### src/hw/rtl/mqpq_pkg.sv
`default_nettype none

package mqpq_pkg;

  localparam int ID_W      = 31;
  localparam int PRIO_W    = 3;
  localparam int TIME_W    = 32;
  localparam int KEY_W     = PRIO_W + TIME_W;
  localparam int TAG_W     = 32;
  localparam int CNT_OUT_W = 5;
  localparam int ENTRY_W   = ID_W + KEY_W + TAG_W;

  typedef enum logic [2:0] {
    ST_INSERTED    = 3'd0,
    ST_DUPLICATE   = 3'd1,
    ST_NOT_WAITING = 3'd2,
    ST_FULL        = 3'd3,
    ST_POPPED      = 3'd4,
    ST_EMPTY       = 3'd5,
    ST_COUNT       = 3'd6
  } status_t;

  // controller -> datapath
  typedef struct packed {
    logic    load;        // capture the request
    logic    scan;        // duplicate / position scan step
    logic    shift_init;  // point at the tail before moving entries
    logic    shift;       // move one entry up by one place
    logic    ins_wr;      // write the new entry, count + 1
    logic    pop_take;    // take the front entry, count - 1
    logic    res_en;      // load the result registers
    status_t res_code;
  } dp_cmd_t;

  // datapath -> controller
  typedef struct packed {
    logic is_insert;
    logic is_pop;
    logic waiting;
    logic empty;
    logic full;
    logic scan_last;
    logic dup;
    logic pos_at_end;
    logic shift_last;
  } dp_stat_t;

endpackage

`default_nettype wire

### src/hw/rtl/mqpq_ctrl.sv
`default_nettype none

module mqpq_ctrl (
  input  wire logic               clk,
  input  wire logic               rst_n,
  input  wire logic               start,
  output logic                    busy,
  output logic                    out_valid,
  output mqpq_pkg::dp_cmd_t       cmd,
  input  wire mqpq_pkg::dp_stat_t stat
);
  import mqpq_pkg::*;

  typedef enum logic [2:0] {
    S_IDLE,
    S_CHECK,
    S_SCAN,
    S_DECIDE,
    S_SHIFT,
    S_SHIFT_WR,
    S_INS_WR,
    S_POP_DONE
  } state_t;

  state_t state_r, state_nxt;
  logic   out_valid_r;

  always_comb begin
    state_nxt    = state_r;
    cmd          = '0;
    cmd.res_code = ST_COUNT;
    case (state_r)
      S_IDLE: begin
        if (start) begin
          cmd.load  = 1'b1;
          state_nxt = S_CHECK;
        end
      end
      S_CHECK: begin
        if (stat.is_insert) begin
          if (!stat.waiting) begin
            cmd.res_en   = 1'b1;
            cmd.res_code = ST_NOT_WAITING;
            state_nxt    = S_IDLE;
          end else begin
            state_nxt = S_SCAN;
          end
        end else if (stat.is_pop) begin
          if (stat.empty) begin
            cmd.res_en   = 1'b1;
            cmd.res_code = ST_EMPTY;
            state_nxt    = S_IDLE;
          end else begin
            state_nxt = S_POP_DONE;
          end
        end else begin
          cmd.res_en   = 1'b1;
          cmd.res_code = ST_COUNT;
          state_nxt    = S_IDLE;
        end
      end
      S_SCAN: begin
        cmd.scan = 1'b1;
        if (stat.scan_last) begin
          state_nxt = S_DECIDE;
        end
      end
      S_DECIDE: begin
        if (stat.dup) begin
          cmd.res_en   = 1'b1;
          cmd.res_code = ST_DUPLICATE;
          state_nxt    = S_IDLE;
        end else if (stat.full) begin
          cmd.res_en   = 1'b1;
          cmd.res_code = ST_FULL;
          state_nxt    = S_IDLE;
        end else if (stat.pos_at_end) begin
          state_nxt = S_INS_WR;
        end else begin
          cmd.shift_init = 1'b1;
          state_nxt      = S_SHIFT;
        end
      end
      S_SHIFT: begin
        cmd.shift = 1'b1;
        if (stat.shift_last) begin
          state_nxt = S_SHIFT_WR;
        end
      end
      S_SHIFT_WR: begin
        state_nxt = S_INS_WR;
      end
      S_INS_WR: begin
        cmd.ins_wr   = 1'b1;
        cmd.res_en   = 1'b1;
        cmd.res_code = ST_INSERTED;
        state_nxt    = S_IDLE;
      end
      S_POP_DONE: begin
        cmd.pop_take = 1'b1;
        cmd.res_en   = 1'b1;
        cmd.res_code = ST_POPPED;
        state_nxt    = S_IDLE;
      end
      default: begin
        state_nxt = S_IDLE;
      end
    endcase
  end

  always_ff @(posedge clk) begin
    if (!rst_n) begin
      state_r     <= S_IDLE;
      out_valid_r <= 1'b0;
    end else begin
      state_r     <= state_nxt;
      out_valid_r <= cmd.res_en;
    end
  end

  assign busy      = (state_r != S_IDLE);
  assign out_valid = out_valid_r;

  a_strobe_when_idle: assert property (@(posedge clk) disable iff (!rst_n)
    out_valid_r |-> (state_r == S_IDLE))
    else $error("result strobe outside idle");

  a_accept_goes_busy: assert property (@(posedge clk) disable iff (!rst_n)
    (start && !busy) |=> busy)
    else $error("transfer accepted but controller stayed idle");

  a_result_ends_op: assert property (@(posedge clk) disable iff (!rst_n)
    cmd.res_en |=> (state_r == S_IDLE) && out_valid_r)
    else $error("result issued without returning to idle");

endmodule

`default_nettype wire

### config.mk
export PLATFORM = sky130hd
export DESIGN_NAME = mqpq_ctrl
export DESIGN_NICKNAME = d
export VERILOG_FILES = /design/src/hw/rtl/mqpq_pkg.sv /design/src/hw/rtl/mqpq_ctrl.sv
export SDC_FILE = /design/constraint.sdc
export NUM_CORES = 1
export LEC_CHECK = 0
export ABC_AREA = 1
export BUFFER_PORTS_ARGS = -buffer_cell sky130_fd_sc_hd__buf_2
export CELL_PAD_IN_SITES_DETAIL_PLACEMENT = 1
export CELL_PAD_IN_SITES_GLOBAL_PLACEMENT = 1
export CORE_AREA = 10 10 52 54
export CTS_CLUSTER_DIAMETER = 80
export DETAILED_ROUTE_END_ITERATION = 8
export DIE_AREA = 0 0 62 64
export PLACE_DENSITY_LB_ADDON = 0.25
export SYNTH_ARGS = -nofsm -noshare
export SYNTH_HDL_FRONTEND = slang
export SYNTH_SLANG_ARGS = --single-unit
### constraint.sdc
create_clock -name clk -period 1.4 [get_ports clk]
set_clock_uncertainty 0.05 [all_clocks]
set_input_delay 0.07 -clock clk [delete_from_list [all_inputs] [get_ports clk]]
set_output_delay 0.07 -clock clk [all_outputs]
set_load 0.05 [all_outputs]
Word level (Yosys, flattened, before mapping)
Cells that the tools add are included.
{ "totals": {"reg_bits": 4, "out_inout_bits": 12, "elab_cells": 44} }
{ "op_classes": {"eq_ne": 10, "muxes": 28, "n_reduce_logical": 4} }
{ "op_table": {"columns": ["operator", "count"], "rows": [
  ["3-bit 2-to-1 mux", 8],
  ["4-bit 2-to-1 mux", 6],
  ["3-bit case mux with 7 select lines", 1],
  ["4-bit case mux with 4 select lines", 1],
  ["3-bit equality test (second input constant)", 4],
  ["1-bit 2-to-1 mux", 10],
  ["3-bit by 2-bit equality test with 1-bit output (second input constant)", 2],
  ["2-bit inequality test (second input constant)", 3],
  ["2-bit 2-to-1 mux", 2],
  ["3-bit by 1-bit equality test with 1-bit output (second input constant)", 1],
  ["3-bit logical NOT", 1],
  ["3-bit AND reduction", 1],
  ["3-bit nonzero test", 1],
  ["2-bit OR reduction", 1]
]} }

Logic depth before layout (Yosys ltp)
Gate-level depths: netlist of the first run.
{ "depth": {"ltp_word": 4, "depth_mapped": 8} }

Least setup slack after synthesis of the first run
Ideal clock, no wire load.
{ "synth_path": {"path_type": "reg-to-output", "from": "register state_r[1]", "to": "output port cmd[0] in the netlist's numbering", "arrival_ps": 1695, "required_time_ps": 1280, "setup_slack_ps": -415, "stages_incl_launch_ff": 4, "path_cell_list": "dfxtp_1 -> inv_2 -> nand3_4 -> o21ai_0"} }
{ "synth_rtl": {"columns": ["item", "line", "text"], "rows": [
  ["start: declaration", "mqpq_ctrl.sv:25", "state_t state_r, state_nxt;"],
  ["start signal: assignment", "mqpq_ctrl.sv:116", "state_r <= state_nxt;"],
  ["end: declaration", "mqpq_ctrl.sv:9", "output mqpq_pkg::dp_cmd_t cmd,"]
]} }

==> results of run 1 <==
stage by stage:
step                  util    TNS, ns  cells  hold WS, ns  total power, uW
global route        0.4007   -0.06260    121      0.05061            634.3
detailed placement  0.3451          0    116       0.2628            420.7
floorplan                -   -0.07122     68       0.1176            355.4
CTS                 0.3714  -0.006395    119      0.02472            580.6
finish              0.4007          0    121      0.02590            592.7
global placement    0.3451          0    116       0.2517            418.2
cell usage in the layout, fill, tap and decap left out:
cell type	count
buf_2	17
clkinv_1	1
buf_4	5
inv_6	1
nor2_8	1
inv_4	2
dfxtp_4	3
nand3b_1	2
nand3_2	1
a22oi_2	1
o21ai_1	1
nand2_2	2
o21ai_0	1
nor2_1	6
nand4_1	1
a21oi_2	2
nand3_1	6
nor3b_1	1
nor2_2	5
nor2_4	1
nand2_4	2
inv_1	10
a21oi_1	1
dfxtp_1	1
nand3_4	1
buf_6	4
clkbuf_4	3
o21ai_2	1
nand2_1	13
cells by family after synthesis:
| logic type | count (synthesis) | share of synthesized area |
|---|---|---|
| simple gates | 42 | 0.5559 |
| buf+inv | 15 | 0.1461 |
| compound gates | 7 | 0.1146 |
| flops | 4 | 0.1834 |
flip-flops by register name (all words and copies together) (netlist names):
| signal | flops |
|---|---|
| state_r | 3 |
| out_valid | 1 |
power by group through the flow:
stage | Clock, uW | Sequential, uW | Combinational [uW]
5_1_grt | 158 | 143 | 333
2_1_floorplan | 0 | 139 | 217
3_5_place_dp | 0 | 141 | 279
6_report | 144 | 141 | 308
4_1_cts | 148 | 142 | 290
3_3_place_gp | 0 | 141 | 277
layer usage:
metal | share of wire | up-vias | wire, um
met2 | 0.51 | 17 | 730
met5 | 0 | - | 0
met3 | 0.086 | 2 | 124
li1 | - | 270 | -
met1 | 0.40 | 233 | 572
met4 | 0.0097 | 0 | 14
worst max path at each step:
stage	start	end	slack (ns)	depth (start not counted)
after floorplan	state_r[0]	cmd[9]	-0.04	4
after global placement	state_r[0]	cmd[0]	0.03	5
after detailed placement	state_r[0]	cmd[0]	0.08	5
after CTS	state_r[2]	cmd[3]	-0.006	5
after global routing	state_r[1]	cmd[3]	-0.03	5
final	state_r[1]	cmd[2]	0.04	6
critical path, stage by stage (launching register included):
cell and delay, ns:
dfxtp_4 0.36, inv_6 0.10, nand3_4 0.11, inv_4 0.08
o21ai_0 0.10, nand3_1 0.10, buf_6 0.16
repair_timing:
| item | in CTS | in global routing |
|---|---|---|
| endpoints found under the setup margin | 9 | 7 |
| gates resized for setup | 10 | 13 |
| pin swaps | 0 | 1 |
| setup buffers | 0 | 2 |
area by class of cell:
cell class	instances	area, um^2	area share
clock buffer	3	22.52	0.03291
timing repair buffer	26	167.7	0.2450
inverter	14	62.56	0.09141
multi-input combinational	49	309.0	0.4516
tap	25	31.28	0.04570
sequential	4	91.34	0.1335
==> reports/results.ini, run 1 <==
[detailed_routing]
antenna_left = 0
dr.pass1.iters = 2
wire_per_inst_um = 11.91
drt-initial-drc-count = 3
num_vias = 522
route.detailed.drc = 0
drt_wl_total_um = 1441
viasPerCell = 4.314

[global_route]
grt_max_degree = 7
grt_pass1_wl_um = 2463
met3_usage = 0.02569
antenna_found_initial = 0
use_met2 = 0.1346
met1_usage = 0.08231
grt-ovfl-total = 0
grt_pass1_vias = 569
grtUsageTotal = 0.07692
busiest_layer = met2

[critical_path]
rrSetupSlack_ns = 0.27
r2r-end = state_r[1]
cp.required_ns = 1.28
critPathCaptureType = output port
arrival_ns = 1.24
timing.rr.start = state_r[2]
reg2reg_depth = 8
setup.worst_path.start_class = register
crit_type = reg2out
path_max_fanout = 6

[synth]
yosys-top-cells-area = dfxtp_1, nand2_1, inv_1
avgSynthCellArea_um2 = 6.422
postSynth.asyncResetShare = 0
synth_warnings = 0
postSynthNetCount = 80
synth_seq_cells = 4
yosysUniqueCellTypes = 22
synth_edf_count = 0
postSynthCellCount = 68
ys.flop_type = dfxtp_1
synth_commonest_cells = nand2_1, inv_1, nor2_1
ys_seq_area_frac = 0.1834
yosysTopAreaCellShare = 0.1834
yosys.area.top_type = dfxtp_1
syn_area_um2 = 436.7
synth.most_common_cell = nand2_1

[timing]
finalHoldViolCount = 0
finalSetupViolCount = 0
worstMarginPinSlew_ns = 0.2613
slew_headroom = 0.8270
max_clock_freq_mhz = 736.5
layout_min_cycle_time_ns = 1.358
rsz0062_at_grt = yes
final.setup.worst_slack_ns = 0.04226
report.final.slew_viol_count = 0
period_share = 0.9698

[pwr]
combPwrFrac = 0.520
p_leak_uw = 0.0003890
p_clk_frac = 0.242
internal_power_uw = 321.1
ir_drop_mv = 0.3583
power_switching_uw = 271.6
seqPwrFrac = 0.238
p_sw_frac = 0.4582
p_per_area_mw_per_mm2 = 866.0

[layout]
layout.nets = 110
syn_to_final_growth_pct = 56.73
nFillCells = 222
drive_gt1_frac = 0.5417
n_antenna_cell = 0
finalInstanceArea_um2 = 684.4

[clocking]
numCtsBuffers = 3
cts_hold_buffers = 0
cts_tree = yes
cts-root-buf = clkbuf_4
cts_buffer_depth = 2
cts.sinks = 4
clk_pin_slew_ns = 0.04
h-tree-depth = 1
clock_latency_ns = 0.23

[run]
cap_violations = 0

[place]
gp_congestion = 0.7987
hpwl_um = 1268
place_ws_ns = 0.07762
dpl_cell_area_um2 = 589.3
port_buffers = 23

[run_status]
run_status = finished clean

[worst_hold_path]
min-delay-start = rst_n
hold_depth = 3
holdPathEnd = state_r[1]
hold_class = in2reg

[floorplanning]
initial_core_util = 0.2557
die_h_um = 64
num_rows = 15
die_area_mm2 = 0.003968
core_mm2 = 0.001708
die_x_um = 62
io_pins = 24

Note: power is estimated with default switching activity, not from simulation.
==> run 2, diff against run 1 <==
- GPL_TIMING_DRIVEN: not set -> 0
==> run 2 against run 1 <==
Against the previous run:
- the flow now finishes with violations (setup timing)
- die area unchanged
- largest cell class unchanged
- largest power group unchanged
- first-iteration DRC count increased to 2.7 times the previous value
- sequential share of layout area shrank 0.93 points
- highest routed layer unchanged
- critical endpoint is now cmd[1]
- sequential power shrank 6%
==> reports/results.ini, run 2 (same netlist as run 1, synthesis figures left out) <==
[run_status]
run_status = finished with violations
violations = setup timing

[floorplanning]
core_mm2 = 0.001708
io_pins = 24
num_rows = 15
die_h_um = 64
die_area_mm2 = 0.003968
die_x_um = 62
initial_core_util = 0.2557

[clocking]
clock_latency_ns = 0.23
cts_tree = yes
cts_hold_buffers = 0
h-tree-depth = 1
numCtsBuffers = 3
cts-root-buf = clkbuf_4
cts_buffer_depth = 2
clk_pin_slew_ns = 0.04
cts.sinks = 4

[critical_path]
worstPathCellList = buf_6, nand2_4, nor2_8, a22oi_2, nand2_1, buf_6
path_max_fanout = 8
cp.required_ns = 1.28
setup.worst_path.start_class = register
cpPeakStageDelay_ns = 0.31
crit_type = reg2out
critical-path-slowest-cell = dfxtp_1
critPathCaptureType = output port
worst_path_most_repeated_cell = buf_6
arrival_ns = 1.30

[layout]
final_cell_mix = buf_2, nand2_1, inv_1
layout.nets = 110
syn_to_final_growth_pct = 61.60
n_antenna_cell = 0
nFillCells = 227
regMostFlops = state_r
final_common_cell = buf_2
drive_gt1_frac = 0.5521
largest_reg_flops = 3

[global_route]
grt_max_degree = 10
antenna_found_initial = 0
grt-ovfl-total = 0
grt_pass1_vias = 530
grt_pass1_wl_um = 2194
grtUsageTotal = 0.07083

[pwr]
p_per_area_mw_per_mm2 = 855.6
ir_drop_mv = 0.4237
p_leak_uw = 0.0003945

[place]
hpwl_um = 1170
gp_congestion = 0.7047
place_ws_ns = 0.09129
port_buffers = 23

[run]
cap_violations = 0

[detailed_routing]
wire_per_inst_um = 11.34
drt_wl_total_um = 1372
antenna_left = 0
viasPerCell = 4.306
num_vias = 521
dr.pass1.iters = 4
route.detailed.drc = 0
drt-initial-drc-count = 8

[timing]
finalSetupViolCount = 1
fin_hold_ws_ns = 0.02080
finalHoldViolCount = 0
report.final.slew_viol_count = 0
final.setup.worst_slack_ns = -0.02045
period_share = 1.015
slew_headroom = 0.8354
rsz0062_at_grt = yes
worstMarginPinSlew_ns = 0.2460
max_clock_freq_mhz = 704.0
layout_min_cycle_time_ns = 1.420

[worst_hold_path]
hold_class = in2reg

[run 2: final cells by class]
type	instances	area, um^2	area share
timing repair buffer	25	170.2	0.2411
buffer	1	11.26	0.01596
multi-input combinational	49	322.8	0.4574
clock buffer	3	22.52	0.03191
sequential	4	87.58	0.1241
tap	25	31.28	0.04433
inverter	14	60.06	0.08511
[run 2: metal layers]
metal,track usage,share of wire,wire (um)
met5,0,0,0
met4,0.02514,0.011,15
met3,0.04150,0.097,133
met2,0.1154,0.50,690
met1,0.07238,0.39,532
[run 2: worst paths after layout]
| check | startpoint | slack [ns] | to | depth (start not counted) |
|---|---|---|---|---|
| worst max-delay path | state_r[0] | -0.02 | cmd[1] | 6 |
| worst min-delay path | rst_n | 0.02 | state_r[1] | 3 |
| worst max register to register | state_r[0] | 0.33 | state_r[2] | 7 |
| worst min register to register | state_r[1] | 0.59 | state_r[0] | 3 |
[run 2: report_power, final]
part,switching (uW),internal (uW)
combinational,218,115
sequential,9.84,123
clock,42.1,95.5
total,270,333
[run 2: critical path: cells and delay by family (launching register included)]
family                 cells  cell delay (ns)
DFF                        1             0.31
and+or+nand+nor            3             0.34
AOI/OAI and AO/OA          1             0.10
buffers and inverters      2             0.31
[run 2: timing repair]
item | 4_1_cts | 5_1_grt
buffers inserted | 0 | 2
pin swaps | 0 | 2
setup endpoints to repair | 7 | 9
gates resized for setup | 11 | 15
[run 2: stage by stage]
stage | cells | setup TNS (ns) | total power, uW | utilization | area (um^2)
floorplan | 68 | -0.07122 | 355.4 | - | 446.7
global placement | 116 | 0 | 420.0 | 0.3473 | 593.1
detailed placement | 116 | 0 | 422.7 | 0.3473 | 593.1
CTS | 119 | -0.01818 | 583.8 | 0.3766 | 643.1
global route | 121 | -0.2630 | 649.3 | 0.4132 | 705.7
finish | 121 | -0.02045 | 603.8 | 0.4132 | 705.7
==> run 3, diff against run 2 <==
- MAX_ROUTING_LAYER: not set -> met4
==> run 3 against run 2 <==
Against the previous run:
- the run still ends with setup timing left
- critical path depth did not move
- register-to-register slack barely moved
- sequential cell count did not move
- utilization did not move
==> reports/results.ini, run 3 (same netlist as run 1, synthesis figures left out) <==
[layout]
final_cell_mix = buf_2, nand2_1, inv_1
finalInstanceArea_um2 = 705.7
n_antenna_cell = 0
nFillCells = 227
regMostFlops = state_r
largest_reg_flops = 3
layout.nets = 110
final_common_cell = buf_2
drive_gt1_frac = 0.5521
syn_to_final_growth_pct = 61.60

[run_status]
violations = setup timing
run_status = finished with violations

[clocking]
numCtsBuffers = 3
cts.sinks = 4
h-tree-depth = 1
cts_tree = yes
clk_pin_slew_ns = 0.04
clock_latency_ns = 0.23
cts_buffer_depth = 2
cts_hold_buffers = 0
cts-root-buf = clkbuf_4

[critical_path]
path_max_fanout = 8
setup.worst_path.start_class = register
cpPeakStageDelay_ns = 0.31
crit_type = reg2out
arrival_ns = 1.30
worstPathCellList = buf_6, nand2_4, nor2_8, a22oi_2, nand2_1, buf_6
cp.required_ns = 1.28
critPathCaptureType = output port
worst_path_most_repeated_cell = buf_6
critical-path-slowest-cell = dfxtp_1

[place]
dpl_cell_area_um2 = 593.1
port_buffers = 23
gp_congestion = 0.7125
hpwl_um = 1170
place_ws_ns = 0.09129

[detailed_routing]
antenna_left = 0
viasPerCell = 4.306
wire_per_inst_um = 11.34
drt-initial-drc-count = 8
num_vias = 521
route.detailed.drc = 0
dr.pass1.iters = 4
drt_wl_total_um = 1372

[global_route]
grt_max_degree = 10
antenna_found_initial = 0
grt_pass1_vias = 530
grt_pass1_wl_um = 2194
grt-ovfl-total = 0
grtUsageTotal = 0.07278

[floorplanning]
core_mm2 = 0.001708
num_rows = 15
io_pins = 24
die_h_um = 64
die_area_mm2 = 0.003968
die_x_um = 62
initial_core_util = 0.2557

[timing]
finalHoldViolCount = 0
slew_headroom = 0.8354
fin_hold_ws_ns = 0.02080
rsz0062_at_grt = yes
finalSetupViolCount = 1
report.final.slew_viol_count = 0
final.setup.worst_slack_ns = -0.02045
layout_min_cycle_time_ns = 1.420
worstMarginPinSlew_ns = 0.2460
period_share = 1.015
max_clock_freq_mhz = 704.0
fin_tns_setup_ns = -0.02045

[worst_hold_path]
hold_class = in2reg

[pwr]
seqPwrFrac = 0.219
ir_drop_mv = 0.4237
p_leak_uw = 0.0003945
power_uw = 603.7
p_sw_frac = 0.4479
internal_power_uw = 333.3
combPwrFrac = 0.553
p_per_area_mw_per_mm2 = 855.5
power_switching_uw = 270.4
p_clk_frac = 0.228

[run]
cap_violations = 0

==> run 3: cell counts in the layout (fill, tap and decap cells not counted) <==
Identical to the previous run, type by type.
==> run 3: worst max-delay path, delay by kind of cell, from the launching register on <==
| kind | cells | cell delay, ns |
|---|---|---|
| and+or+nand+nor | 3 | 0.34 |
| buffers and inverters | 2 | 0.31 |
| DFF | 1 | 0.31 |
| AOI/OAI and AO/OA | 1 | 0.10 |
==> run 3: layout make-up <==
| cell class | instances | area, um^2 | share of cell area |
|---|---|---|---|
| inverter | 14 | 60.06 | 0.08511 |
| clock buffer | 3 | 22.52 | 0.03191 |
| multi-input combinational | 49 | 322.8 | 0.4574 |
| timing repair buffer | 25 | 170.2 | 0.2411 |
| sequential | 4 | 87.58 | 0.1241 |
| tap | 25 | 31.28 | 0.04433 |
| buffer | 1 | 11.26 | 0.01596 |
==> run 3: power by group through the flow <==
stage	clock (uW)	sequential [uW]	combinational [uW]
after global routing	156	134	359
after floorplan	0	139	217
after global placement	0	133	287
final	138	132	334
after CTS	145	132	307
after detailed placement	0	133	290
==> run 3: routing by layer <==
layer  global-route usage  share of wire  vias to the layer above
li1                     -              -                      269
met1              0.07572           0.41                      233
met5                    -              0                        -
met3              0.03557          0.079                        2
met2               0.1154           0.50                       17
met4              0.02514          0.011                        0
==> run 3: stage by stage <==
stage | utilization | std cells
2_1_floorplan | - | 68
3_3_place_gp | 0.3473 | 116
3_5_place_dp | 0.3473 | 116
4_1_cts | 0.3766 | 119
5_1_grt | 0.4132 | 121
6_report | 0.4132 | 121
==> run 3: path summary, 6_finish.rpt <==
kind | startpoint | end | slack, ns | cells past startpoint
min reg2reg | state_r[1] | state_r[0] | 0.59 | 3
min | rst_n | state_r[1] | 0.02 | 3
max reg2reg | state_r[0] | state_r[2] | 0.33 | 7
max | state_r[0] | cmd[1] | -0.02 | 6
==> run 3: what timing repair did <==
action / CTS / global route
pin swaps: 0 / 2
resized for setup: 11 / 15
setup endpoints to repair: 7 / 9
buffers inserted: 0 / 2
